==> src/rtl/psp_pkg.sv <==
package psp_pkg;

    // Number of light fields carried by one input request.
    localparam int LIGHT_FIELDS = 6;
    // Width of one scaled normal component b.
    localparam int BW = 28;
    // Width of the squared length and of the square root working registers.
    localparam int SW = 56;
    // Width of the rounded length.
    localparam int LW = 28;
    // Shared divider: dividend and divisor widths.
    localparam int NUMW = 42;
    localparam int DENW = 28;
    // Width of a slope in Q16.12.
    localparam int SLW = 28;

    localparam logic [15:0] Q14_ONE = 16'd16384;
    localparam logic [21:0] ALBEDO_MAX = 22'h3FFFFF;
    localparam logic signed [31:0] SAT_MAX = 32'sh7FFFFFFF;

    // Configuration register indexes.
    localparam logic [1:0] CFG_COLUMNS = 2'd0;
    localparam logic [1:0] CFG_DIVISOR = 2'd1;

    // Request kinds on the input stream.
    localparam logic MODE_PIXEL = 1'b0;
    localparam logic MODE_LOAD = 1'b1;

    typedef enum logic [3:0] {
        ST_IDLE,
        ST_MAC,
        ST_SQ,
        ST_SQRT_GO,
        ST_SQRT,
        ST_NDIV,
        ST_NWAIT,
        ST_SDIV,
        ST_SWAIT,
        ST_CALC,
        ST_DDIV,
        ST_DWAIT,
        ST_OUT
    } state_t;

    typedef struct packed {
        logic            start;
        logic [NUMW-1:0] num;
        logic [DENW-1:0] den;
    } div_req_t;

    typedef struct packed {
        logic            done;
        logic [NUMW-1:0] quot;
    } div_rsp_t;

    // Color channel: 127 * n + 127, rounded half up, limited to 255.
    function automatic logic [7:0] color_of(input logic signed [15:0] n);
        logic signed [23:0] t;
        logic [9:0] c;
        t = 24'sd127 * 24'(n) + 24'sd2080768 + 24'sd8192;
        c = t[23:14];
        return (c > 10'd255) ? 8'd255 : c[7:0];
    endfunction

    // Saturate a 33-bit difference to +-(2^31 - 1).
    function automatic logic signed [31:0] sat33(input logic signed [32:0] d);
        logic signed [32:0] hi;
        hi = 33'(SAT_MAX);
        if (d > hi)
        begin
            return SAT_MAX;
        end
        else if (d < -hi)
        begin
            return -SAT_MAX;
        end
        return d[31:0];
    endfunction

endpackage

==> src/rtl/psp_sqrt.sv <==
// Square root, two radicand bits per cycle, rounded to nearest.
module psp_sqrt (
    input  logic                    clk,
    input  logic                    rst_n,
    input  logic                    start,
    input  logic [psp_pkg::SW-1:0]  s_in,
    output logic                    done,
    output logic [psp_pkg::LW-1:0]  root
);

    logic [psp_pkg::SW-1:0] rem_reg;
    logic [psp_pkg::SW-1:0] r_reg;
    logic [psp_pkg::SW-1:0] bit_reg;
    logic busy_reg;
    logic done_reg;
    logic [psp_pkg::SW-1:0] trial;
    logic take;

    assign trial = r_reg + bit_reg;
    assign take = (rem_reg >= trial);

    // Control: busy until the lowest bit position has been handled.
    always_ff @(posedge clk or negedge rst_n)
    begin
        if (!rst_n)
        begin
            busy_reg <= 1'b0;
            done_reg <= 1'b0;
        end
        else
        begin
            done_reg <= busy_reg && bit_reg[0];
            if (start)
            begin
                busy_reg <= 1'b1;
            end
            else if (busy_reg && bit_reg[0])
            begin
                busy_reg <= 1'b0;
            end
        end
    end

    // One restoring step per cycle.
    always_ff @(posedge clk)
    begin
        if (start)
        begin
            rem_reg <= s_in;
            r_reg <= '0;
            bit_reg <= {2'b01, {(psp_pkg::SW - 2){1'b0}}};
        end
        else if (busy_reg)
        begin
            if (take)
            begin
                rem_reg <= rem_reg - trial;
                r_reg <= (r_reg >> 1) + bit_reg;
            end
            else
            begin
                r_reg <= r_reg >> 1;
            end
            bit_reg <= bit_reg >> 2;
        end
    end

    assign done = done_reg;
    assign root = r_reg[psp_pkg::LW-1:0] + psp_pkg::LW'(rem_reg > r_reg);

endmodule

==> config.mk <==
export PLATFORM = sky130hd
export DESIGN_NAME = psp_sqrt
export DESIGN_NICKNAME = d
export VERILOG_FILES = /design/src/rtl/psp_pkg.sv /design/src/rtl/psp_sqrt.sv
export SDC_FILE = /design/constraint.sdc
export NUM_CORES = 1
export LEC_CHECK = 0
export BUFFER_PORTS_ARGS = -buffer_cell sky130_fd_sc_hd__buf_2
export CAP_MARGIN = 25
export CORE_MARGIN = 2
export CORE_UTILIZATION = 55
export DETAILED_ROUTE_END_ITERATION = 16
export PLACE_DENSITY = 0.73
export SLEW_MARGIN = 20
export SYNTH_ARGS = -nofsm -noshare
export SYNTH_HDL_FRONTEND = slang
export SYNTH_SLANG_ARGS = --single-unit
export TNS_END_PERCENT = 30
==> constraint.sdc <==
create_clock -name clk -period 7.6 [get_ports clk]
set_input_delay 0.38 -clock clk [delete_from_list [all_inputs] [get_ports clk]]
set_output_delay 0.38 -clock clk [all_outputs]
set_load 0.02 [all_outputs]
* Word level (Yosys, flattened, before mapping)
Index checks and enable logic that the tools add are counted.
** Operators by class
- Add/subtract/negate cells :: 4
- Multiply operators :: 0
- Div/mod/pow operators :: 0
- Magnitude comparators :: 2
- Eq/ne operators :: 0
- Shifts and indexed selects :: 0
- Muxes and demuxes :: 6
- Bitwise logic cells :: 0
- Reduce and logical (&&, ||, !) cells :: 5
** Operators with widths (number)
- 2-to-1 mux 56 bit :: 4
- adder 55 x 55 -> 56 bit :: 1
- adder 56 x 55 -> 56 bit :: 1
- greater-or-equal comparator 56 bit :: 1
- greater-than comparator 56 bit :: 1
- subtractor 56 bit :: 1
- adder 28 x 1 -> 28 bit :: 1
- nonzero test 2 bit :: 3
- 2-to-1 mux 1 bit :: 2
- AND reduction 2 bit :: 1
- logical AND 1 bit :: 1
** Storage, ports and cells
- Bits in registers :: 142
- Latch bits :: 0
- Bits in writable memories :: 0
- ROM bits :: 0
- Output and inout bits :: 29
- Logic and storage cells :: 22
- Memories kept :: 0

* Longest topological paths before layout
- Depth in word-level cells :: 5
- Depth in mapped cells :: 25
- Gate-level depth less buffers :: 21

* Worst setup path after synthesis
No wires, ideal clock.
- Path type :: register to register
- Start point :: register r_reg[0] (netlist bit)
- End point :: register rem_reg[0] (netlist bit) (enable)
- Setup time :: 0.477 ns
- Arrival time :: 6.535 ns
- Required time :: 7.123 ns
- Setup slack :: 0.588 ns
- Cell stages (with the launch flop) :: 22
- Buffers on the path :: 3
- Cell sequence :: dfxtp_1 -> ha_1 -> ha_1 -> a21oi_1 -> o21a_1 -> o21ai_1 -> a31o_2 -> a31o_2 -> a21oi_1 -> o21ai_0 -> nand2_1 -> xor2_1 -> ha_1 -> nand4_1 -> or3_1 -> o21a_1 -> o2111ai_2 -> o21ai_1 -> buf_2 -> buf_6 -> buf_2 -> o21ai_1
** On the way
- Longest elaborated chain between the ends :: 4
** RTL lines
- start, declared :: RTL line psp_sqrt.sv:12 : logic [psp_pkg::SW-1:0] r_reg;
- start signal, assigned :: RTL line psp_sqrt.sv:58 : r_reg <= (r_reg >> 1) + bit_reg;
- start signal, assigned :: RTL line psp_sqrt.sv:62 : r_reg <= r_reg >> 1;
- adder 56 x 55 -> 56 bit :: RTL line psp_sqrt.sv:19 : assign trial = r_reg + bit_reg;
- greater-or-equal comparator 56 bit :: RTL line psp_sqrt.sv:20 : assign take = (rem_reg >= trial);
- nonzero test 2 bit (no line)
- AND reduction 2 bit (no line)
- end signal, assigned :: RTL line psp_sqrt.sv:49 : rem_reg <= s_in;
- end signal, assigned :: RTL line psp_sqrt.sv:57 : rem_reg <= rem_reg - trial;
- end, declared :: RTL line psp_sqrt.sv:11 : logic [psp_pkg::SW-1:0] rem_reg;
Every way passes these cells.
A chain may end at the register's enable or synchronous reset.

* Final worst setup path
- Start point :: register r_reg[2] (netlist bit)
- End point :: register r_reg[43] (netlist bit)
** On the way
- Longest elaborated chain between the ends :: 3
- Elaborated cells between the ends (all ways) :: 4
** RTL lines
- adder 56 x 55 -> 56 bit :: RTL line psp_sqrt.sv:19
- greater-or-equal comparator 56 bit :: RTL line psp_sqrt.sv:20
- 2-to-1 mux 56 bit (*) :: RTL line psp_sqrt.sv:55 : if (take)
Every way passes the cells marked *; elsewhere a longest branch is shown, timed or not.

==> metrics.txt <==
result of the run finished clean; Hold Vio Cnt, Final 0; gpl congestion 0.979; CTS HTree Levels 4; Compound-Gate Fraction of Synth Area 27.8%; top-area cell type share of the netlist area 14.1%; net count after synthesis 2197; first-pass GRT wire length 74.6 mm; vertical extent of the die 171 um; post-route setup slack 1250 ps; mean instance size in the synthesized netlist 7.79 um^2; TritonCTS Buffers 17; combined area of the multi-input logic cells 11200 um^2; combined global-route utilization of all metal layers 32.4%; IO Port Bufs 87; Worst IR Drop VDD 0.267 mV; path type of the worst min-delay path input pin to flop; unrepaired setup endpoints after global routing false; cell type of the slowest stage on the worst timing path sky130_fd_sc_hd__o21ai_4; Core Region 27600 um^2; post-synth top area cell sky130_fd_sc_hd__ha_1; IO Pins 88; Post-Synthesis Cell Area 15300 um^2; Final #Nets 2204; Arr. time, crit path 6680 ps; sequential area share after synthesis 22.3%; Distinct cells, synth 84; clock tree from TritonCTS built; dominant cell type by count on the critical path sky130_fd_sc_hd__a31oi_1; total power per unit cell area 358 nW/um^2; number of vias in the routed layout 15300; achievable clock frequency 0.158 GHz; overall die area 29200 um^2; grt ovf 0; Post-Place Worst Slack 1400 ps; Setup Skew 17.7 ps; crit-path max cell delay 780 ps; critical path start-end classification flop to flop; max-cap viol count 0; Diodes inserted 0; storage element area 3420 um^2; via density per instance 6.47; Synth Area in XOR/XNOR 8.07%; final-layout fill cell count 2536; clock root buffer sky130_fd_sc_hd__clkbuf_16; Post-synth EDFFs 56; Routed wire per std cell 20.0 um; Warnings, synthesis 0; number of antenna violations at the first check in global routing 0; Primary FF master, synth sky130_fd_sc_hd__dfxtp_1; Synth area leaders sky130_fd_sc_hd__ha_1, sky130_fd_sc_hd__dfxtp_1, sky130_fd_sc_hd__edfxtp_1, sky130_fd_sc_hd__xnor2_1, sky130_fd_sc_hd__nand2_1; type of element capturing the critical path flop; post-synthesis adder-cell area fraction 14.2%; DRC marker count from the first detailed-route iteration 1804; most used cells in the layout excluding fill and tap cells sky130_fd_sc_hd__nand2_1, sky130_fd_sc_hd__ha_1, sky130_fd_sc_hd__nor2_1, sky130_fd_sc_hd__a21oi_1, sky130_fd_sc_hd__xnor2_1; mux cell area share after synthesis 3.20%; main combinational cell family by area after synthesis compound AO/OA/AOI/OAI gates; proportion of layout cells with a drive suffix above 1 8.77%; measured slew at the worst slew-check pin 970 ps; largest fanout on the critical path 42; TritonRoute pass-1 iters 6; critical path cell sequence ha_1, a31oi_1, o21a_1, o211ai_1, a31oi_1, o41a_1, o21ai_1, a31o_2, a31oi_1, xnor2_1, ha_1, a21o_1, a21o_1, a21oi_1, o2111ai_2, o21ai_4, buf_4, or4_1, mux2i_1, a2111oi_2; fraction of the mapped netlist area in simple logic gates 19.4%; Pleak 6.62 nW; floorplan die width 171 um; maximum number of pins on one net before global-route repair 81; number of global-route vias before repair 13800; final critical-path required period 6350 ps; number of sinks handled by clock tree synthesis 142; Starting Density 55.5%; Area growth syn-to-layout 7.78%; Pins Over Slew Limit 0; buffers inserted during post-CTS setup optimization 0; synthesized netlist cell count 1965; Worst setup SP type flop; DPL Wire Length 36.4 mm; number of rows in the core area 61; final number of setup-violating endpoints 0; fin crit share 83.5%; clock network latency to the later pin of the worst-skew pair 450 ps; Post-Route Setup TNS 0 ps; residual antenna-violating net count after detailed routing 0; synthesis-stage register bit count 142; routed wire length 47.3 mm; clock-pin slew on the worst setup and hold paths 70 ps; commonest non-fill, non-tap cell in the layout sky130_fd_sc_hd__nand2_1; proportion of synthesized flip-flops having asynchronous set or reset 1.41%; post-CTS resize count 0; max-slew headroom at the worst pin 35.1%; count of unresolved DRC violations after routing 0; worst path required time 7930 ps; number of buffers on the longest clock path 2
==> final timing paths <==
check	slack [ps]	start	cells after the start	to
worst max-delay path	1250	r_reg[2]	20	r_reg[43]
min in group asynchronous	250	rst_n	2	busy_reg
worst min-delay path	200	s_in[5]	3	rem_reg[5]
max in group asynchronous	7240	rst_n	2	busy_reg
worst min register to register	550	bit_reg[54]	1	bit_reg[54]
worst max register to register	1250	r_reg[2]	20	r_reg[43]
==> layout make-up <==
| cell class | count | area share [%] |
|---|---|---|
| Clock buffer | 21 | 2.81 |
| Clock inverter | 11 | 0.918 |
| Inverter | 85 | 1.93 |
| Multi-Input combinational cell | 1629 | 67.6 |
| Sequential cell | 142 | 20.7 |
| Tap cell | 378 | 2.87 |
| Timing Repair Buffer | 97 | 3.15 |
==> metrics by stage <==
step / hold slack [ps] / power (mW) / utilization (%) / instance area (um^2) / instances
after global routing: 207 / 6.33 / 59.9 / 16500 / 2363
after detailed placement: 172 / 4.89 / 57.6 / 15900 / 2330
after CTS: 190 / 5.83 / 59.9 / 16500 / 2363
final: 202 / 5.91 / 59.9 / 16500 / 2363
after floorplan: 84.4 / 4.05 / - / 15300 / 1965
after global placement: 173 / 4.83 / 57.6 / 15900 / 2330
==> synthesized netlist by cell type (25+ instances only) <==
library cell               instances
sky130_fd_sc_hd__nand3_1          45
sky130_fd_sc_hd__ha_1            172
sky130_fd_sc_hd__inv_1            84
sky130_fd_sc_hd__a211oi_1         30
sky130_fd_sc_hd__nand4_1          51
sky130_fd_sc_hd__nor2_1          162
sky130_fd_sc_hd__edfxtp_1         56
sky130_fd_sc_hd__a31oi_1          55
sky130_fd_sc_hd__or3_1            26
sky130_fd_sc_hd__o21a_1           26
sky130_fd_sc_hd__xor2_1           37
sky130_fd_sc_hd__o21bai_1         28
sky130_fd_sc_hd__clkbuf_1         85
sky130_fd_sc_hd__nor3_1           36
sky130_fd_sc_hd__a21oi_1         128
sky130_fd_sc_hd__nand2_1         208
sky130_fd_sc_hd__o21ai_0          93
sky130_fd_sc_hd__xnor2_1         104
sky130_fd_sc_hd__a311oi_1         25
sky130_fd_sc_hd__mux2i_1          41
sky130_fd_sc_hd__a21o_1           68
sky130_fd_sc_hd__dfxtp_1          84
sky130_fd_sc_hd__o21ai_1          48
==> metal layers <==
layer	GRT usage [%]	up-vias	wire length [um]
li1	-	7325	-
met1	51.4	7143	23000
met2	44.4	732	18700
met3	4.44	79	4470
met4	9.95	0	1100
met5	0	-	0
==> where the power goes <==
part | switching, mW | internal (mW)
registers | 0.237 | 1.10
clock network | 0.377 | 0.541
logic | 2.23 | 1.42
total | 2.84 | 3.07
==> logic make-up (layout without fill, tap and decap cells) <==
| logic type | Yosys count | in the layout |
|---|---|---|
| flops | 142 | 142 |
| buf+inv | 194 | 214 |
| fa+ha+maj | 173 | 173 |
| xor+xnor | 141 | 141 |
| compound gates | 634 | 634 |
| mux | 48 | 48 |
| simple gates | 633 | 633 |
==> critical path: cells and delay by family (launching register included) <==
family          cells  cell delay (ps)
fa+ha+maj           2              660
mux                 1               80
flops               1              500
simple gates        1              180
compound gates     14             4070
xor+xnor            1              190
buf+inv             1              510
==> repair_timing <==
| item | CTS | global route |
|---|---|---|
| setup endpoints to repair | 0 | 0 |
| hold buffers | 1 | 0 |
| endpoints found under the hold margin | 2 | 0 |
(Power assumes the default switching activity.)
