### src/rtl/psp_pkg.sv
package psp_pkg;

    // Number of light fields carried by one input request.
    localparam int LIGHT_FIELDS = 6;
    // Width of one scaled normal component b.
    localparam int BW = 28;
    // Width of the squared length and of the square root working registers.
    localparam int SW = 56;
    // Width of the rounded length.
    localparam int LW = 28;
    // Shared divider: dividend and divisor widths.
    localparam int NUMW = 42;
    localparam int DENW = 28;
    // Width of a slope in Q16.12.
    localparam int SLW = 28;

    localparam logic [15:0] Q14_ONE = 16'd16384;
    localparam logic [21:0] ALBEDO_MAX = 22'h3FFFFF;
    localparam logic signed [31:0] SAT_MAX = 32'sh7FFFFFFF;

    // Configuration register indexes.
    localparam logic [1:0] CFG_COLUMNS = 2'd0;
    localparam logic [1:0] CFG_DIVISOR = 2'd1;

    // Request kinds on the input stream.
    localparam logic MODE_PIXEL = 1'b0;
    localparam logic MODE_LOAD = 1'b1;

    typedef enum logic [3:0] {
        ST_IDLE,
        ST_MAC,
        ST_SQ,
        ST_SQRT_GO,
        ST_SQRT,
        ST_NDIV,
        ST_NWAIT,
        ST_SDIV,
        ST_SWAIT,
        ST_CALC,
        ST_DDIV,
        ST_DWAIT,
        ST_OUT
    } state_t;

    typedef struct packed {
        logic            start;
        logic [NUMW-1:0] num;
        logic [DENW-1:0] den;
    } div_req_t;

    typedef struct packed {
        logic            done;
        logic [NUMW-1:0] quot;
    } div_rsp_t;

    // Color channel: 127 * n + 127, rounded half up, limited to 255.
    function automatic logic [7:0] color_of(input logic signed [15:0] n);
        logic signed [23:0] t;
        logic [9:0] c;
        t = 24'sd127 * 24'(n) + 24'sd2080768 + 24'sd8192;
        c = t[23:14];
        return (c > 10'd255) ? 8'd255 : c[7:0];
    endfunction

    // Saturate a 33-bit difference to +-(2^31 - 1).
    function automatic logic signed [31:0] sat33(input logic signed [32:0] d);
        logic signed [32:0] hi;
        hi = 33'(SAT_MAX);
        if (d > hi)
        begin
            return SAT_MAX;
        end
        else if (d < -hi)
        begin
            return -SAT_MAX;
        end
        return d[31:0];
    endfunction

endpackage

### src/rtl/psp_mac.sv
// Coefficient memory and multiply-accumulate unit for the scaled normal b.
module psp_mac #(
    parameter int LIGHT_COUNT = 6
) (
    input  logic                                      clk,
    input  logic                                      rst_n,
    input  logic                                      load_en,
    input  logic [4:0]                                load_addr,
    input  logic [15:0]                               load_data,
    input  logic                                      start,
    input  logic [psp_pkg::LIGHT_FIELDS-1:0][7:0]     lights,
    output logic                                      done,
    output logic [2:0][psp_pkg::BW-1:0]               b
);

    localparam int SLOTS = 3 * LIGHT_COUNT;
    localparam int AW = $clog2(SLOTS);
    localparam int LU = (LIGHT_COUNT < psp_pkg::LIGHT_FIELDS) ? LIGHT_COUNT
                                                              : psp_pkg::LIGHT_FIELDS;
    localparam int LI = $clog2(psp_pkg::LIGHT_FIELDS);

    logic [15:0] coef_mem [SLOTS];
    logic [15:0] rd_reg;
    logic issue_reg;
    logic pend_reg;
    logic done_reg;
    logic [1:0] row_reg;
    logic [1:0] pend_row_reg;
    logic [LI-1:0] light_reg;
    logic [LI-1:0] pend_light_reg;
    logic [AW-1:0] base_reg;
    logic signed [psp_pkg::BW-1:0] acc_reg [3];

    logic last_issue;
    logic row_end;
    logic load_ok;
    logic [AW-1:0] rd_addr;
    logic signed [24:0] prod;

    assign row_end = (light_reg == LI'(LU - 1));
    assign last_issue = (row_reg == 2'd2) && row_end;
    assign rd_addr = base_reg + AW'(light_reg);
    assign load_ok = ({27'd0, load_addr} < 32'(SLOTS));
    assign prod = $signed(rd_reg) * $signed({1'b0, lights[pend_light_reg]});

    // Read sequencer: one coefficient per cycle, row by row.
    always_ff @(posedge clk or negedge rst_n)
    begin
        if (!rst_n)
        begin
            issue_reg <= 1'b0;
            pend_reg <= 1'b0;
            done_reg <= 1'b0;
            row_reg <= '0;
            light_reg <= '0;
            base_reg <= '0;
            pend_row_reg <= '0;
            pend_light_reg <= '0;
        end
        else
        begin
            pend_reg <= issue_reg;
            pend_row_reg <= row_reg;
            pend_light_reg <= light_reg;
            done_reg <= pend_reg && (pend_row_reg == 2'd2) && (pend_light_reg == LI'(LU - 1));
            if (start)
            begin
                issue_reg <= 1'b1;
                row_reg <= '0;
                light_reg <= '0;
                base_reg <= '0;
            end
            else if (issue_reg)
            begin
                if (last_issue)
                begin
                    issue_reg <= 1'b0;
                end
                else if (row_end)
                begin
                    light_reg <= '0;
                    row_reg <= row_reg + 2'd1;
                    base_reg <= base_reg + AW'(LIGHT_COUNT);
                end
                else
                begin
                    light_reg <= light_reg + LI'(1);
                end
            end
        end
    end

    // Coefficient memory, registered read data and the accumulators.
    always_ff @(posedge clk)
    begin
        if (load_en && load_ok)
        begin
            coef_mem[load_addr[AW-1:0]] <= load_data;
        end
        if (issue_reg)
        begin
            rd_reg <= coef_mem[rd_addr];
        end
        if (start)
        begin
            acc_reg[0] <= '0;
            acc_reg[1] <= '0;
            acc_reg[2] <= '0;
        end
        else if (pend_reg)
        begin
            acc_reg[pend_row_reg] <= acc_reg[pend_row_reg] + psp_pkg::BW'(prod);
        end
    end

    assign done = done_reg;
    assign b[0] = acc_reg[0];
    assign b[1] = acc_reg[1];
    assign b[2] = acc_reg[2];

endmodule

### config.mk
export PLATFORM = sky130hd
export DESIGN_NAME = psp_mac
export DESIGN_NICKNAME = d
export VERILOG_FILES = /design/src/rtl/psp_pkg.sv /design/src/rtl/psp_mac.sv
export SDC_FILE = /design/constraint.sdc
export NUM_CORES = 1
export LEC_CHECK = 0
export BUFFER_PORTS_ARGS = -buffer_cell sky130_fd_sc_hd__buf_2
export CORE_UTILIZATION = 55
export CTS_BUF_LIST = sky130_fd_sc_hd__clkbuf_4 sky130_fd_sc_hd__clkbuf_8
export CTS_CLUSTER_SIZE = 8
export DETAILED_ROUTE_END_ITERATION = 10
export GPL_ROUTABILITY_DRIVEN = 0
export GPL_TIMING_DRIVEN = 0
export HOLD_SLACK_MARGIN = 0.12
export PLACE_DENSITY = 0.77
export RECOVER_POWER = 100
export SLEW_MARGIN = 0
export SYNTH_ARGS = -nofsm -noshare
export SYNTH_HDL_FRONTEND = slang
export SYNTH_SLANG_ARGS = --single-unit
### constraint.sdc
create_clock -name clk -period 11.5 [get_ports clk]
set_input_delay 2.3 -clock clk [delete_from_list [all_inputs] [get_ports clk]]
set_output_delay 2.3 -clock clk [all_outputs]
set_load 0.02 [all_outputs]
* Word level (Yosys, flattened, before mapping)
Memory sizes are Yosys's and may differ from the RTL's. A register that Yosys moved wholly into a read port is not among the register bits. Index checks and enable logic that the tools add are counted.
Operators by class: add/subtract/negate cells 5, muxes and demuxes 27, $lt $le $gt $ge 2, equality and inequality tests 5, $mul 1, reduce and logical (&&, ||, !) cells 9
Operator list (number):
- 28-bit by 25-bit adder with 28-bit output | 1
- 28-bit 2-to-1 mux | 1
- 28-bit OR reduction | 1
- 16-bit by 9-bit multiplier with 25-bit output | 1
- 8-bit binary-select mux with 3-bit select | 1
- 5-bit 2-to-1 mux | 4
- 3-bit 2-to-1 mux | 4
- 1-bit 2-to-1 mux | 11
- 2-bit 2-to-1 mux | 5
- 8-bit 2-to-1 mux | 1
- 3-bit == test, second input constant | 2
- 5-bit by 3-bit adder with 5-bit output | 1
- 5-bit by 3-bit adder with 5-bit output, second input constant | 1
- 5-bit less-than comparator, second input constant | 1
- 2-bit == test, second input constant | 2
- 1-bit logical AND | 4
- 3-bit by 4-bit less-than comparator with 1-bit output, second input constant | 1
- 2-bit nonzero test | 2
- 3-bit by 1-bit adder with 3-bit output, second input constant | 1
- 3-bit AND reduction | 1
- 2-bit by 1-bit adder with 2-bit output, second input constant | 1
- 2-bit != test, second input constant | 1
- 2-bit AND reduction | 1
Storage, ports and cells: RAM bits 372, register bits 18, memories kept 2, output and inout bits 85, word-level logic and storage cells 59, input port bits 73
Memory list:
- coef_mem | words 18, bits a word 16, read ports 1, clocked after memory_dff 1, write ports 1, line psp_mac.sv:22 | logic [15:0] coef_mem [SLOTS];
- acc_reg | words 3, bits a word 28, read ports 4, clocked after memory_dff 0, write ports 3, line psp_mac.sv:32 | logic signed [psp_pkg::BW-1:0] acc_reg [3];

* Logic depth before layout (Yosys ltp)
depth after elaboration 5, depth in mapped cells 25, depth with buffers taken out 22

* Worst setup path before layout
Ideal clock, no wire load.
path kind input -> register, start input lights[10] in the netlist's numbering, end memory acc_reg[1][27] in the netlist's numbering, data pin, path buffers 2, slack 3.704 ns, setup time 0.265 ns, data arrival time 7.531 ns, cell stages on the path 23, required time 11.235 ns, cell sequence mux4_2 nand2_1 o21ai_1 clkbuf_1 nand2_1 fa_1 inv_1 fa_1 inv_1 fa_1 inv_1 fa_1 inv_1 fa_1 inv_1 ha_1 clkbuf_1 nand2_1 o211a_1 o21ai_0 o21ai_0 o22ai_1 nor2_1
RTL lines:
- start: declaration | line psp_mac.sv:11 | input logic [psp_pkg::LIGHT_FIELDS-1:0][7:0] lights,
- end: declaration | line psp_mac.sv:32

==> results_dict.tcl <==
set metrics [dict create \
    failed_checks "capacitance limit, slew limit" \
    postSynth.asyncResetShare 0.03926 \
    cts.repair_timing.setup_buffer_count 0 \
    yosys.cell_count.top_type "edfxtp_1" \
    post_layout_nets 2096 \
    unrepaired_setup_endpoints_after_global_routing "no" \
    final_layout_size_suffix_gt1_frac 0.1651 \
    flip_flop_count_of_the_largest_register_all_copies_and_words_added 288 \
    routed_via_density 5.867 \
    timing.hold.worst.start "row_reg[1]$_DFFE_PN0P_" \
    rr_startpoint "pend_light_reg[0]$_DFF_PN0_" \
    synthDistinctLibCells 60 \
    ios 158 \
    wl_per_cell_um 22.86 \
    synth_area_per_cell_um2 14.67 \
    ratio_of_final_minimum_period_to_clock_period 0.7711 \
    cts_num_sinks 433 \
    clock_skew_ns 0.02839 \
    detail_route.drc_violations 0 \
    detail_route.wirelength.met1_um 20750 \
    dr.max_layer_used "met5" \
    post_synth_most_frequent_cells "edfxtp_1 (416), inv_1 (190), fa_1 (128)" \
    synth_nets 1854 \
    area_delta_synth_final_pct 11.31 \
    crit_fanout 10 \
    cp-startpoint "lights[28]" \
    drtPass1Iterations 5 \
    met2RoutedLength_um 28840 \
    timing_hold_violations_final 0 \
    cts_buffers 70 \
    synth_edf_count 416 \
    detail_route.iter0.violations 1129 \
    r2r_end "acc_reg[2][25]$_SDFFCE_PN0P_" \
    hold-path-endpoint "pend_row_reg[1]$_DFF_PN0_" \
    syn-cell-area_mm2 0.02330 \
    critical_path.startpoint_type "primary input" \
    setup.worst_path.class "primary input to register" \
    status "complete, but fails checks" \
    die_height_um 207.8 \
    gr-usage-all-layers 0.2594 \
    ys_top_cells_by_area "edfxtp_1 (54%), mux4_2 (11%), fa_1 (11%)" \
    core_region_area_mm2 0.04185 \
    worst_slew_margin_relative_to_its_limit -0.1638 \
    worst-endpoint-required_ns 11.84 \
    die_width_um 207.8 \
    floorplan.die_area_mm2 0.04319 \
    h-tree-depth 3 \
    timing.final.max_slew_violations 206 \
    post_synth_inst_count 1588 \
    critPathCaptureType "register" \
    placementRows 75 \
    post-route-min-period_ns 8.868 \
    synth_seq_area_share 0.5544 \
    root_buffer "clkbuf_8" \
    ys_seq_elements 433 \
    clock_tree_from_tritoncts "done" \
    cts-resized-gates 0 \
    pin_count_of_the_biggest_net_entering_global_routing 29 \
    port_buffers 156 \
    clock_path_buffers 3 \
    dp.final_hpwl_um 40550 \
    cts_hold_buffers 0 \
    synth_top_area_frac 0.5361 \
    antenna_found_initial 1 \
    clock.fmax_ghz 0.1128 \
    biggest_area_consumer_among_synthesized_cells "edfxtp_1" \
    ys_warn_count 0 \
    routed_wirelength_um 54950 \
    insertion_delay_ns 0.63 \
    timing.setup.tns_ns 0 \
    grt_pass1_wl_um 84200 \
    setup-violations-final 0 \
    arrival_time_at_the_worst_endpoint_ns 9.20 \
    overflow 0 \
    hold_class "register to register" \
    timing.reg2reg.worst_path_depth 20 \
    worstMarginPinSlew_ns 1.746 \
    routed-via-count 14100 \
    first_global_vias 14840 \
    whs_path_depth 0 \
    initial_standard_cell_utilization_of_the_core 0.5567 \
    timing.max_cap.violations 10 \
    route.antenna.remaining_nets 0 \
    routed-wl-met3_um 3556 \
    clk_pin_slew_ns 0.06 \
    postSynth.topFlopCell "edfxtp_1" \
    worst-r2r-setup-slack_ns 3.75 \
    num_antenna_cells 0 \
]
## kinds of logic (layout without fill, tap and decap cells)
group	Yosys count	in the layout	share of synthesized area
xor+xnor	22	22	0.008270
fa+ha+maj	193	193	0.1449
buf+inv	254	531	0.04446
compound gates	141	141	0.03834
simple gates	403	403	0.08624
mux	142	142	0.1234
flops	433	433	0.5544
## critical path, cell delays in order
cell      delay [ns]
buf_2           0.09
mux4_2          0.45
a21oi_1         0.83
clkbuf_1        0.48
nor2b_1         0.13
fa_1            0.52
fa_1            0.59
fa_1            0.45
fa_1            0.49
inv_1           0.05
fa_1            0.47
inv_1           0.04
ha_1            0.25
clkbuf_1        0.34
nand2_1         0.18
nor3_1          0.43
nand2_1         0.16
nor3_1          0.52
o21ai_0         0.22
nor3b_1         0.18
## placed cells by master (no fill, tap or decap), types with 9 or more instances in the layout
cell type,n
edfxtp_1,416
inv_1,190
clkbuf_1,151
fa_1,128
mux4_2,115
nor2_1,110
nand2_1,98
clkbuf_8,74
buf_2,73
nor2b_1,72
ha_1,65
a21oi_1,42
o21ai_0,38
mux2i_1,26
nand2b_1,26
nor3_1,26
clkbuf_4,20
dfrtp_1,17
xnor2_1,15
o21a_1,13
nor3b_1,13
nand3_1,11
a21o_1,9
## worst max-delay path by stage
| stage | cells after the start | to |
|---|---|---|
| 2_1_floorplan | 23 | acc_reg[1][27]$_SDFFCE_PN0P_ |
| 3_3_place_gp | 21 | acc_reg[0][20]$_SDFFCE_PN0P_ |
| 3_5_place_dp | 21 | acc_reg[0][25]$_SDFFCE_PN0P_ |
| 4_1_cts | 21 | acc_reg[0][25]$_SDFFCE_PN0P_ |
| 5_1_grt | 21 | acc_reg[1][26]$_SDFFCE_PN0P_ |
| 6_report | 20 | acc_reg[2][25]$_SDFFCE_PN0P_ |
## metrics by stage
stage / hold slack [ns] / util / setup WS [ns] / cells / area [um^2]
finish: 0.4201 / 0.6197 / 2.632 / 2404 / 25940
global route: 0.4410 / 0.6197 / 2.244 / 2404 / 25940
CTS: 0.4228 / 0.6290 / 3.109 / 2404 / 26330
detailed placement: 0.4000 / 0.5984 / 2.479 / 2297 / 25040
global placement: 0.3897 / 0.5915 / 2.480 / 2283 / 24760
floorplan: 0.3778 / - / 3.704 / 1588 / 23300
## layer usage
layer | vias to the layer above | GRT usage
met5 | - | 0
met4 | 2 | 0.1017
met3 | 122 | 0.04115
met2 | 614 | 0.4542
met1 | 7174 | 0.3250
li1 | 6192 | -
## cell type report
class                      count  area [um^2]
timing repair buffer         170        701.9
buffer                        64        316.6
clock inverter                13        115.1
clock buffer                  94         1169
tap                          539        674.4
fill                        3143        15920
inverter                     190        713.2
multi-input combinational    901         9330
sequential                   433        12920
Power is not shown: default switching activity piles up to over one toggle a cycle in this logic, so the estimate is an artifact.
