$ cat src/rtl/psp_pkg.sv
package psp_pkg;

    // Number of light fields carried by one input request.
    localparam int LIGHT_FIELDS = 6;
    // Width of one scaled normal component b.
    localparam int BW = 28;
    // Width of the squared length and of the square root working registers.
    localparam int SW = 56;
    // Width of the rounded length.
    localparam int LW = 28;
    // Shared divider: dividend and divisor widths.
    localparam int NUMW = 42;
    localparam int DENW = 28;
    // Width of a slope in Q16.12.
    localparam int SLW = 28;

    localparam logic [15:0] Q14_ONE = 16'd16384;
    localparam logic [21:0] ALBEDO_MAX = 22'h3FFFFF;
    localparam logic signed [31:0] SAT_MAX = 32'sh7FFFFFFF;

    // Configuration register indexes.
    localparam logic [1:0] CFG_COLUMNS = 2'd0;
    localparam logic [1:0] CFG_DIVISOR = 2'd1;

    // Request kinds on the input stream.
    localparam logic MODE_PIXEL = 1'b0;
    localparam logic MODE_LOAD = 1'b1;

    typedef enum logic [3:0] {
        ST_IDLE,
        ST_MAC,
        ST_SQ,
        ST_SQRT_GO,
        ST_SQRT,
        ST_NDIV,
        ST_NWAIT,
        ST_SDIV,
        ST_SWAIT,
        ST_CALC,
        ST_DDIV,
        ST_DWAIT,
        ST_OUT
    } state_t;

    typedef struct packed {
        logic            start;
        logic [NUMW-1:0] num;
        logic [DENW-1:0] den;
    } div_req_t;

    typedef struct packed {
        logic            done;
        logic [NUMW-1:0] quot;
    } div_rsp_t;

    // Color channel: 127 * n + 127, rounded half up, limited to 255.
    function automatic logic [7:0] color_of(input logic signed [15:0] n);
        logic signed [23:0] t;
        logic [9:0] c;
        t = 24'sd127 * 24'(n) + 24'sd2080768 + 24'sd8192;
        c = t[23:14];
        return (c > 10'd255) ? 8'd255 : c[7:0];
    endfunction

    // Saturate a 33-bit difference to +-(2^31 - 1).
    function automatic logic signed [31:0] sat33(input logic signed [32:0] d);
        logic signed [32:0] hi;
        hi = 33'(SAT_MAX);
        if (d > hi)
        begin
            return SAT_MAX;
        end
        else if (d < -hi)
        begin
            return -SAT_MAX;
        end
        return d[31:0];
    endfunction

endpackage

$ cat src/rtl/psp_div.sv
// Unsigned restoring divider, one quotient bit per cycle.
module psp_div (
    input  logic              clk,
    input  logic              rst_n,
    input  psp_pkg::div_req_t req,
    output psp_pkg::div_rsp_t rsp
);

    localparam int CNTW = $clog2(psp_pkg::NUMW + 1);

    logic [psp_pkg::NUMW-1:0] num_reg;
    logic [psp_pkg::NUMW-1:0] quot_reg;
    logic [psp_pkg::DENW-1:0] den_reg;
    logic [psp_pkg::DENW-1:0] rem_reg;
    logic [CNTW-1:0] cnt_reg;
    logic busy_reg;
    logic done_reg;
    logic [psp_pkg::DENW:0] trial;
    logic [psp_pkg::DENW:0] diff;
    logic fits;

    assign trial = {rem_reg, num_reg[psp_pkg::NUMW-1]};
    assign diff = trial - {1'b0, den_reg};
    assign fits = (trial >= {1'b0, den_reg});

    // Step counter and completion pulse.
    always_ff @(posedge clk or negedge rst_n)
    begin
        if (!rst_n)
        begin
            busy_reg <= 1'b0;
            done_reg <= 1'b0;
            cnt_reg <= '0;
        end
        else
        begin
            done_reg <= 1'b0;
            if (req.start)
            begin
                busy_reg <= 1'b1;
                cnt_reg <= CNTW'(psp_pkg::NUMW);
            end
            else if (busy_reg)
            begin
                cnt_reg <= cnt_reg - CNTW'(1);
                if (cnt_reg == CNTW'(1))
                begin
                    busy_reg <= 1'b0;
                    done_reg <= 1'b1;
                end
            end
        end
    end

    // Shift the dividend in and build the quotient.
    always_ff @(posedge clk)
    begin
        if (req.start)
        begin
            num_reg <= req.num;
            den_reg <= req.den;
            rem_reg <= '0;
            quot_reg <= '0;
        end
        else if (busy_reg)
        begin
            num_reg <= num_reg << 1;
            rem_reg <= fits ? diff[psp_pkg::DENW-1:0] : trial[psp_pkg::DENW-1:0];
            quot_reg <= {quot_reg[psp_pkg::NUMW-2:0], fits};
        end
    end

    assign rsp.done = done_reg;
    assign rsp.quot = quot_reg;

endmodule

$ cat config.mk
export PLATFORM = sky130hd
export DESIGN_NAME = psp_div
export DESIGN_NICKNAME = d
export VERILOG_FILES = /design/src/rtl/psp_pkg.sv /design/src/rtl/psp_div.sv
export SDC_FILE = /design/constraint.sdc
export NUM_CORES = 1
export LEC_CHECK = 0
export ABC_AREA = 1
export BUFFER_PORTS_ARGS = -buffer_cell sky130_fd_sc_hd__buf_4
export CAP_MARGIN = 20
export CORE_ASPECT_RATIO = 0.7
export CORE_UTILIZATION = 60
export DETAILED_ROUTE_END_ITERATION = 8
export GPL_ROUTABILITY_DRIVEN = 1
export PLACE_DENSITY = 0.95
export SETUP_SLACK_MARGIN = 0.05
export SYNTH_ARGS = -nofsm -noshare
export SYNTH_HDL_FRONTEND = slang
export SYNTH_SLANG_ARGS = --single-unit
$ cat constraint.sdc
create_clock -name clk -period 3.8 [get_ports clk]
set_input_delay 1.14 -clock clk [delete_from_list [all_inputs] [get_ports clk]]
set_output_delay 1.14 -clock clk [all_outputs]
set_load 0.02 [all_outputs]
## Word level (Yosys, flattened, before mapping)

Index checks and enable logic that the tools add are counted.
Widths: inputs -> output; s select.

- $add $sub $neg: 2
- Eq/ne operators: 1
- Bitwise operators: 0
- Shift-type cells: 0
- Reduce and logical (&&, ||, !) cells: 1
- Mux-type cells: 11
- Div/mod/pow operators: 0
- Order comparisons: 1
- Multiply operators: 0

Operators with widths:

| kind | number |
|---|---|
| $mux 42 | 2 |
| $ge 29x28->1 | 1 |
| $mux 28 | 1 |
| $sub 28x28->28 | 1 |
| $mux 6 | 2 |
| $eq 6x1->1 const B | 1 |
| $mux 1 | 6 |
| $sub 6x1->6 const B | 1 |
| $reduce_bool 2->1 | 1 |

- Input bits: 73
- Logic and storage cells: 23
- Bits in latches: 0
- Memory bits (read-only): 0
- Memories kept: 0
- Register bits after elaboration: 148
- Bits in writable memories: 0

## Logic depth before layout (Yosys ltp)

- Depth after elaboration: 4
- Gate-level depth with buffers: 17
- Depth with buffers taken out: 16

## Worst setup path after synthesis

Ideal clock, no wire load.

- Path kind: input to register
- From: input port req[70] (netlist name)
- To: register num_reg[0] (netlist name), enable pin
- Path buffers: 1
- Stages on the path: 3
- Setup time: 0.423 ns
- Data arrival time: 2.659 ns
- Setup slack: 0.718 ns
- Cells stage by stage: nor2_1 inv_1 clkbuf_1

- Longest elaborated chain between the ends: 1

RTL lines:

| item | line | text |
|---|---|---|
| start: declaration | psp_div.sv:5 | `input psp_pkg::div_req_t req,` |
| $reduce_bool 2->1 (no source line) | n/a |  |
| end signal: assignment | psp_div.sv:60 | `num_reg <= req.num;` |
| end signal: assignment | psp_div.sv:67 | `num_reg <= num_reg << 1;` |
| end: declaration | psp_div.sv:11 | `logic [psp_pkg::NUMW-1:0] num_reg;` |

No other way between the ends.
A chain may end at the register's enable or synchronous reset.

## Worst setup path after layout

- From: register den_reg[12] (netlist name)
- To: register rem_reg[15] (netlist name)

- Longest elaborated chain between the ends: 2
- Elaborated cells between the ends (all ways): 3

RTL lines:

| item | line | text |
|---|---|---|
| start: declaration | psp_div.sv:13 | `logic [psp_pkg::DENW-1:0] den_reg;` |
| start signal: assignment | psp_div.sv:61 | `den_reg <= req.den;` |
| $sub 28x28->28 / $ge 29x28->1 (equally long branches) | psp_div.sv:23, psp_div.sv:24 |  |
| $mux 28 * | psp_div.sv:68 | `rem_reg <= fits ? diff[psp_pkg::DENW-1:0] : trial[psp_pkg::DENW-1:0];` |
| end signal: assignment | psp_div.sv:68 |  |
| end: declaration | psp_div.sv:14 | `logic [psp_pkg::DENW-1:0] rem_reg;` |

Every way passes the cells marked *; elsewhere a longest branch is shown, timed or not.

==> flow_summary.html <==
<table>
<tr><th>Metric</th><th>Value</th></tr>
<tr><th colspan="2">Die</th></tr>
<tr><td>Starting utilization of the core area</td><td>0.6299</td></tr>
<tr><td>Total I/O pin count</td><td>116</td></tr>
<tr><td>Die extent in x</td><td>136.0 µm</td></tr>
<tr><td>Die height</td><td>95.81 µm</td></tr>
<tr><td>Die area</td><td>0.01303 mm²</td></tr>
<tr><td>Core region area</td><td>0.01197 mm²</td></tr>
<tr><td>Number of cell rows</td><td>33</td></tr>
<tr><th colspan="2">Layout</th></tr>
<tr><td>Layout Cells excl Fill</td><td>1244</td></tr>
<tr><td>Ant. Diodes</td><td>0</td></tr>
<tr><td>Total number of nets in the final design</td><td>1178</td></tr>
<tr><td>FF/Latch Area</td><td>0.003704 mm²</td></tr>
<tr><td>Area grow syn2layout</td><td>21.15%</td></tr>
<tr><td>Fraction of final layout cells with drive strength greater than 1</td><td>0.1693</td></tr>
<tr><td>Filler cell count in the final layout</td><td>859</td></tr>
<tr><td>Area of combinational cells with multiple inputs</td><td>0.003107 mm²</td></tr>
<tr><td>Core Util, Final</td><td>0.7631</td></tr>
<tr><td>Post-route cell area</td><td>0.009138 mm²</td></tr>
<tr><th colspan="2">Clock network</th></tr>
<tr><td>Maximum buffer depth of the clock tree</td><td>2</td></tr>
<tr><td>Clock latency at the later pin of the worst-skew pair</td><td>420 ps</td></tr>
<tr><td>Clock tree from TritonCTS</td><td>done</td></tr>
<tr><td>Num CTS Buffers</td><td>17</td></tr>
<tr><td>Number of clock sinks</td><td>148</td></tr>
<tr><td>Number of buffers inserted by post-CTS setup repair</td><td>0</td></tr>
<tr><td>Clock-pin slew reported for the worst setup and hold paths after clock tree synthesis</td><td>70 ps</td></tr>
<tr><td>Post-cts repair resize count</td><td>0</td></tr>
<tr><td>Hold-fix buffers, CTS</td><td>0</td></tr>
<tr><td>CTS H-tree depth</td><td>4</td></tr>
<tr><td>Clock Root Buffer</td><td>sky130_fd_sc_hd__clkbuf_16</td></tr>
<tr><th colspan="2">Yosys</th></tr>
<tr><td>Fraction of synthesis flops using an asynchronous set or reset pin</td><td>0.05405</td></tr>
<tr><td>Post-synth top flop</td><td>sky130_fd_sc_hd__edfxtp_1</td></tr>
<tr><td>Synthesized area</td><td>0.007542 mm²</td></tr>
<tr><td>Post-synthesis net count</td><td>1066</td></tr>
<tr><td>Post-synthesis sequential element count</td><td>148</td></tr>
<tr><td>Ranking of synthesized cells by area</td><td>sky130_fd_sc_hd__edfxtp_1, sky130_fd_sc_hd__dfxtp_1, sky130_fd_sc_hd__nand2_1</td></tr>
<tr><td>Number of enable-type register cells in the synthesized netlist</td><td>70</td></tr>
<tr><td>Yosys Warn Count</td><td>0</td></tr>
<tr><td>Instance count of the mapped netlist</td><td>962</td></tr>
<tr><td>Number of distinct library cells after synthesis</td><td>39</td></tr>
<tr><td>Synth top area share</td><td>0.2787</td></tr>
<tr><td>Avg Synthesized Cell Area</td><td>7.840 µm²</td></tr>
<tr><td>Cell type with the highest aggregate area in the netlist</td><td>sky130_fd_sc_hd__edfxtp_1</td></tr>
<tr><td>Sequential-to-total area share from yosys stat</td><td>0.4910</td></tr>
<tr><th colspan="2">Placement</th></tr>
<tr><td>Pre-CTS worst setup slack</td><td>1140 ps</td></tr>
<tr><td>Number of instances in the placed design</td><td>1212</td></tr>
<tr><td>Placed wire-length estimate</td><td>12960 µm</td></tr>
<tr><td>Placed inst area</td><td>0.008536 mm²</td></tr>
<tr><td>IO buf count</td><td>115</td></tr>
<tr><td>Global placer's final weighted congestion</td><td>0.9924</td></tr>
<tr><th colspan="2">Detailed routing</th></tr>
<tr><td>Average routed wire per standard cell</td><td>14.97 µm</td></tr>
<tr><td>Total DRC errors in the routed layout</td><td>0</td></tr>
<tr><td>Initial DRT Pass Iterations</td><td>5</td></tr>
<tr><td>Total vias in the final route</td><td>6690</td></tr>
<tr><td>DR iter-0 viols</td><td>568</td></tr>
<tr><td>Total detailed-routing wirelength</td><td>18630 µm</td></tr>
<tr><td>Ratio of routed vias to standard cells</td><td>5.378</td></tr>
<tr><td>Residual antenna-violating net count after detailed routing</td><td>0</td></tr>
<tr><th colspan="2">Power</th></tr>
<tr><td>Peak VDD IR</td><td>0.4170 mV</td></tr>
<tr><td>Leakage Power</td><td>4.495 nW</td></tr>
<tr><td>Power density over the cells</td><td>614.9 mW/mm²</td></tr>
<tr><td>Power consumption</td><td>5.619 mW</td></tr>
<tr><th colspan="2">Worst setup path</th></tr>
<tr><td>Kind of critical path</td><td>register to register</td></tr>
<tr><td>Cell with the most instances on the worst path</td><td>sky130_fd_sc_hd__nand2_1</td></tr>
<tr><td>Required time worst endpoint</td><td>4110 ps</td></tr>
<tr><td>Startpoint kind of the worst setup timing path</td><td>register</td></tr>
<tr><td>Critical Path End Type</td><td>register</td></tr>
<tr><td>Library cell contributing the largest single delay on the critical path</td><td>sky130_fd_sc_hd__or2_2</td></tr>
<tr><td>Delay of the slowest cell on the worst path</td><td>480 ps</td></tr>
<tr><td>CP max FO</td><td>54</td></tr>
<tr><td>Critical path, cell by cell</td><td>inv_1, ha_1, nand2_2, inv_2, a21oi_1, nand2_1, inv_2, nand2_1, nand2_2, nand3_4, or2_2, nand3_1, nand2_1</td></tr>
<tr><td>WP data arrival</td><td>2950 ps</td></tr>
<tr><th colspan="2">Global route</th></tr>
<tr><td>Global-route usage over all layers</td><td>0.2971</td></tr>
<tr><td>Initial antenna violation count</td><td>0</td></tr>
<tr><td>Wire length of the first global-routing pass</td><td>29530 µm</td></tr>
<tr><td>Vias in the first global route</td><td>6174</td></tr>
<tr><td>Pin count of the biggest net entering global routing</td><td>84</td></tr>
<tr><td>Final global-route overflow total</td><td>0</td></tr>
<tr><th colspan="2">Timing</th></tr>
<tr><td>Final worst path period need</td><td>2638 ps</td></tr>
<tr><td>Tightest Pin Transition</td><td>581.0 ps</td></tr>
<tr><td>Largest clock skew in the final design</td><td>9.696 ps</td></tr>
<tr><td>Final setup violating endpoints</td><td>0</td></tr>
<tr><td>Min Hold Slack</td><td>476.2 ps</td></tr>
<tr><td>Unrepaired setup endpoints after global routing</td><td>false</td></tr>
<tr><td>Final clock period utilization by the worst path</td><td>0.6943</td></tr>
<tr><td>Final setup slack of the worst path</td><td>1162 ps</td></tr>
<tr><td>Number of slew-limit violations in the final report</td><td>0</td></tr>
<tr><td>Max frequency</td><td>379.0 MHz</td></tr>
<tr><td>Number of hold violations in the final report</td><td>0</td></tr>
<tr><td>Setup TNS</td><td>0 ps</td></tr>
<tr><td>Worst slew margin</td><td>0.6121</td></tr>
<tr><th colspan="2">Run status</th></tr>
<tr><td>Status</td><td>complete, no violations</td></tr>
<tr><th colspan="2">Job</th></tr>
<tr><td>Max-cap viol count</td><td>0</td></tr>
<tr><th colspan="2">Worst hold path</th></tr>
<tr><td>Worst hold-check path type</td><td>register to register</td></tr>
</table>
## synth_stat cells (2+ instances only)
| library cell | number |
|---|---|
| sky130_fd_sc_hd__clkinv_1 | 2 |
| sky130_fd_sc_hd__nand4_1 | 6 |
| sky130_fd_sc_hd__buf_1 | 4 |
| sky130_fd_sc_hd__inv_2 | 10 |
| sky130_fd_sc_hd__nand3b_1 | 2 |
| sky130_fd_sc_hd__xor2_1 | 4 |
| sky130_fd_sc_hd__nor3_1 | 11 |
| sky130_fd_sc_hd__xnor2_1 | 12 |
| sky130_fd_sc_hd__nor2_2 | 2 |
| sky130_fd_sc_hd__nand2_1 | 328 |
| sky130_fd_sc_hd__buf_4 | 4 |
| sky130_fd_sc_hd__o21bai_1 | 3 |
| sky130_fd_sc_hd__buf_2 | 2 |
| sky130_fd_sc_hd__o21ai_0 | 25 |
| sky130_fd_sc_hd__or2_2 | 4 |
| sky130_fd_sc_hd__a21oi_2 | 2 |
| sky130_fd_sc_hd__clkbuf_1 | 18 |
| sky130_fd_sc_hd__a21oi_1 | 41 |
| sky130_fd_sc_hd__nand3_1 | 34 |
| sky130_fd_sc_hd__nand2_2 | 6 |
| sky130_fd_sc_hd__o22ai_1 | 39 |
| sky130_fd_sc_hd__nor2_1 | 52 |
| sky130_fd_sc_hd__o211ai_1 | 6 |
| sky130_fd_sc_hd__dfxtp_1 | 70 |
| sky130_fd_sc_hd__dfrtp_1 | 8 |
| sky130_fd_sc_hd__ha_1 | 30 |
| sky130_fd_sc_hd__or2_1 | 2 |
| sky130_fd_sc_hd__inv_1 | 148 |
| sky130_fd_sc_hd__edfxtp_1 | 70 |
| sky130_fd_sc_hd__o21ai_1 | 8 |
## worst paths after layout
path	start	to	slack, ps	cells past startpoint
max in group asynchronous	rst_n	cnt_reg[3]$_DFFE_PN0P_	3140	1
worst max register to register	den_reg[12]$_DFFE_PP_	rem_reg[15]$_SDFFE_PP0P_	1160	13
worst max-delay path	den_reg[12]$_DFFE_PP_	rem_reg[15]$_SDFFE_PP0P_	1160	13
min in group asynchronous	rst_n	cnt_reg[2]$_DFFE_PN0P_	520	1
worst min-delay path	rem_reg[12]$_SDFFE_PP0P_	rem_reg[12]$_SDFFE_PP0P_	480	2
worst min register to register	rem_reg[12]$_SDFFE_PP0P_	rem_reg[12]$_SDFFE_PP0P_	480	2
## critical path, delay by kind of cell (launching register included)
family / cells / cell delay (ps)
simple gates: 8 / 1470
buf+inv: 3 / 130
compound gates: 1 / 230
flops: 1 / 320
fa+ha+maj: 1 / 360
## cell type report
| class | instances | area share |
|---|---|---|
| clock buffer | 17 | 0.04656 |
| clock inverter | 15 | 0.01931 |
| inverter | 160 | 0.06573 |
| multi-input combinational | 625 | 0.3400 |
| sequential | 148 | 0.4053 |
| tap | 157 | 0.02150 |
| timing repair buffer | 122 | 0.1016 |
## cell families after synthesis
| family | after synthesis | synth area share |
|---|---|---|
| flip-flops | 148 | 0.4910 |
| XOR/XNOR | 16 | 0.01858 |
| AND/OR/NAND/NOR | 453 | 0.2468 |
| AO/OA/AOI/OAI | 125 | 0.09373 |
| buffers and inverters | 189 | 0.09738 |
| adder cells (fa/ha/maj) | 31 | 0.05242 |
## power breakdown
part | leakage (nW) | switching (mW) | internal [mW]
registers | 1.40 | 0.124 | 1.87
clock network | 0.297 | 0.783 | 0.895
logic | 2.80 | 1.26 | 0.685
## cells in the final DEF, fill, tap and decap left out, types with 17 or more instances in the layout
| cell | Yosys | routed |
|---|---|---|
| sky130_fd_sc_hd__o21ai_0 | 25 | 25 |
| sky130_fd_sc_hd__inv_1 | 148 | 147 |
| sky130_fd_sc_hd__buf_4 | 4 | 121 |
| sky130_fd_sc_hd__nand3_1 | 34 | 34 |
| sky130_fd_sc_hd__dfxtp_1 | 70 | 70 |
| sky130_fd_sc_hd__edfxtp_1 | 70 | 70 |
| sky130_fd_sc_hd__clkbuf_16 | 0 | 17 |
| sky130_fd_sc_hd__o22ai_1 | 39 | 39 |
| sky130_fd_sc_hd__nor2_1 | 52 | 51 |
| sky130_fd_sc_hd__a21oi_1 | 41 | 41 |
| sky130_fd_sc_hd__nand2_1 | 328 | 328 |
| sky130_fd_sc_hd__ha_1 | 30 | 30 |
## routing by layer
layer	vias up	global-route usage	share of wire
li1	3297	-	-
met1	3074	0.4168	0.46
met2	295	0.4569	0.44
met3	24	0.08162	0.090
met4	0	0.07130	0.012
met5	-	0	0
Power figures use the tool's default switching activity.
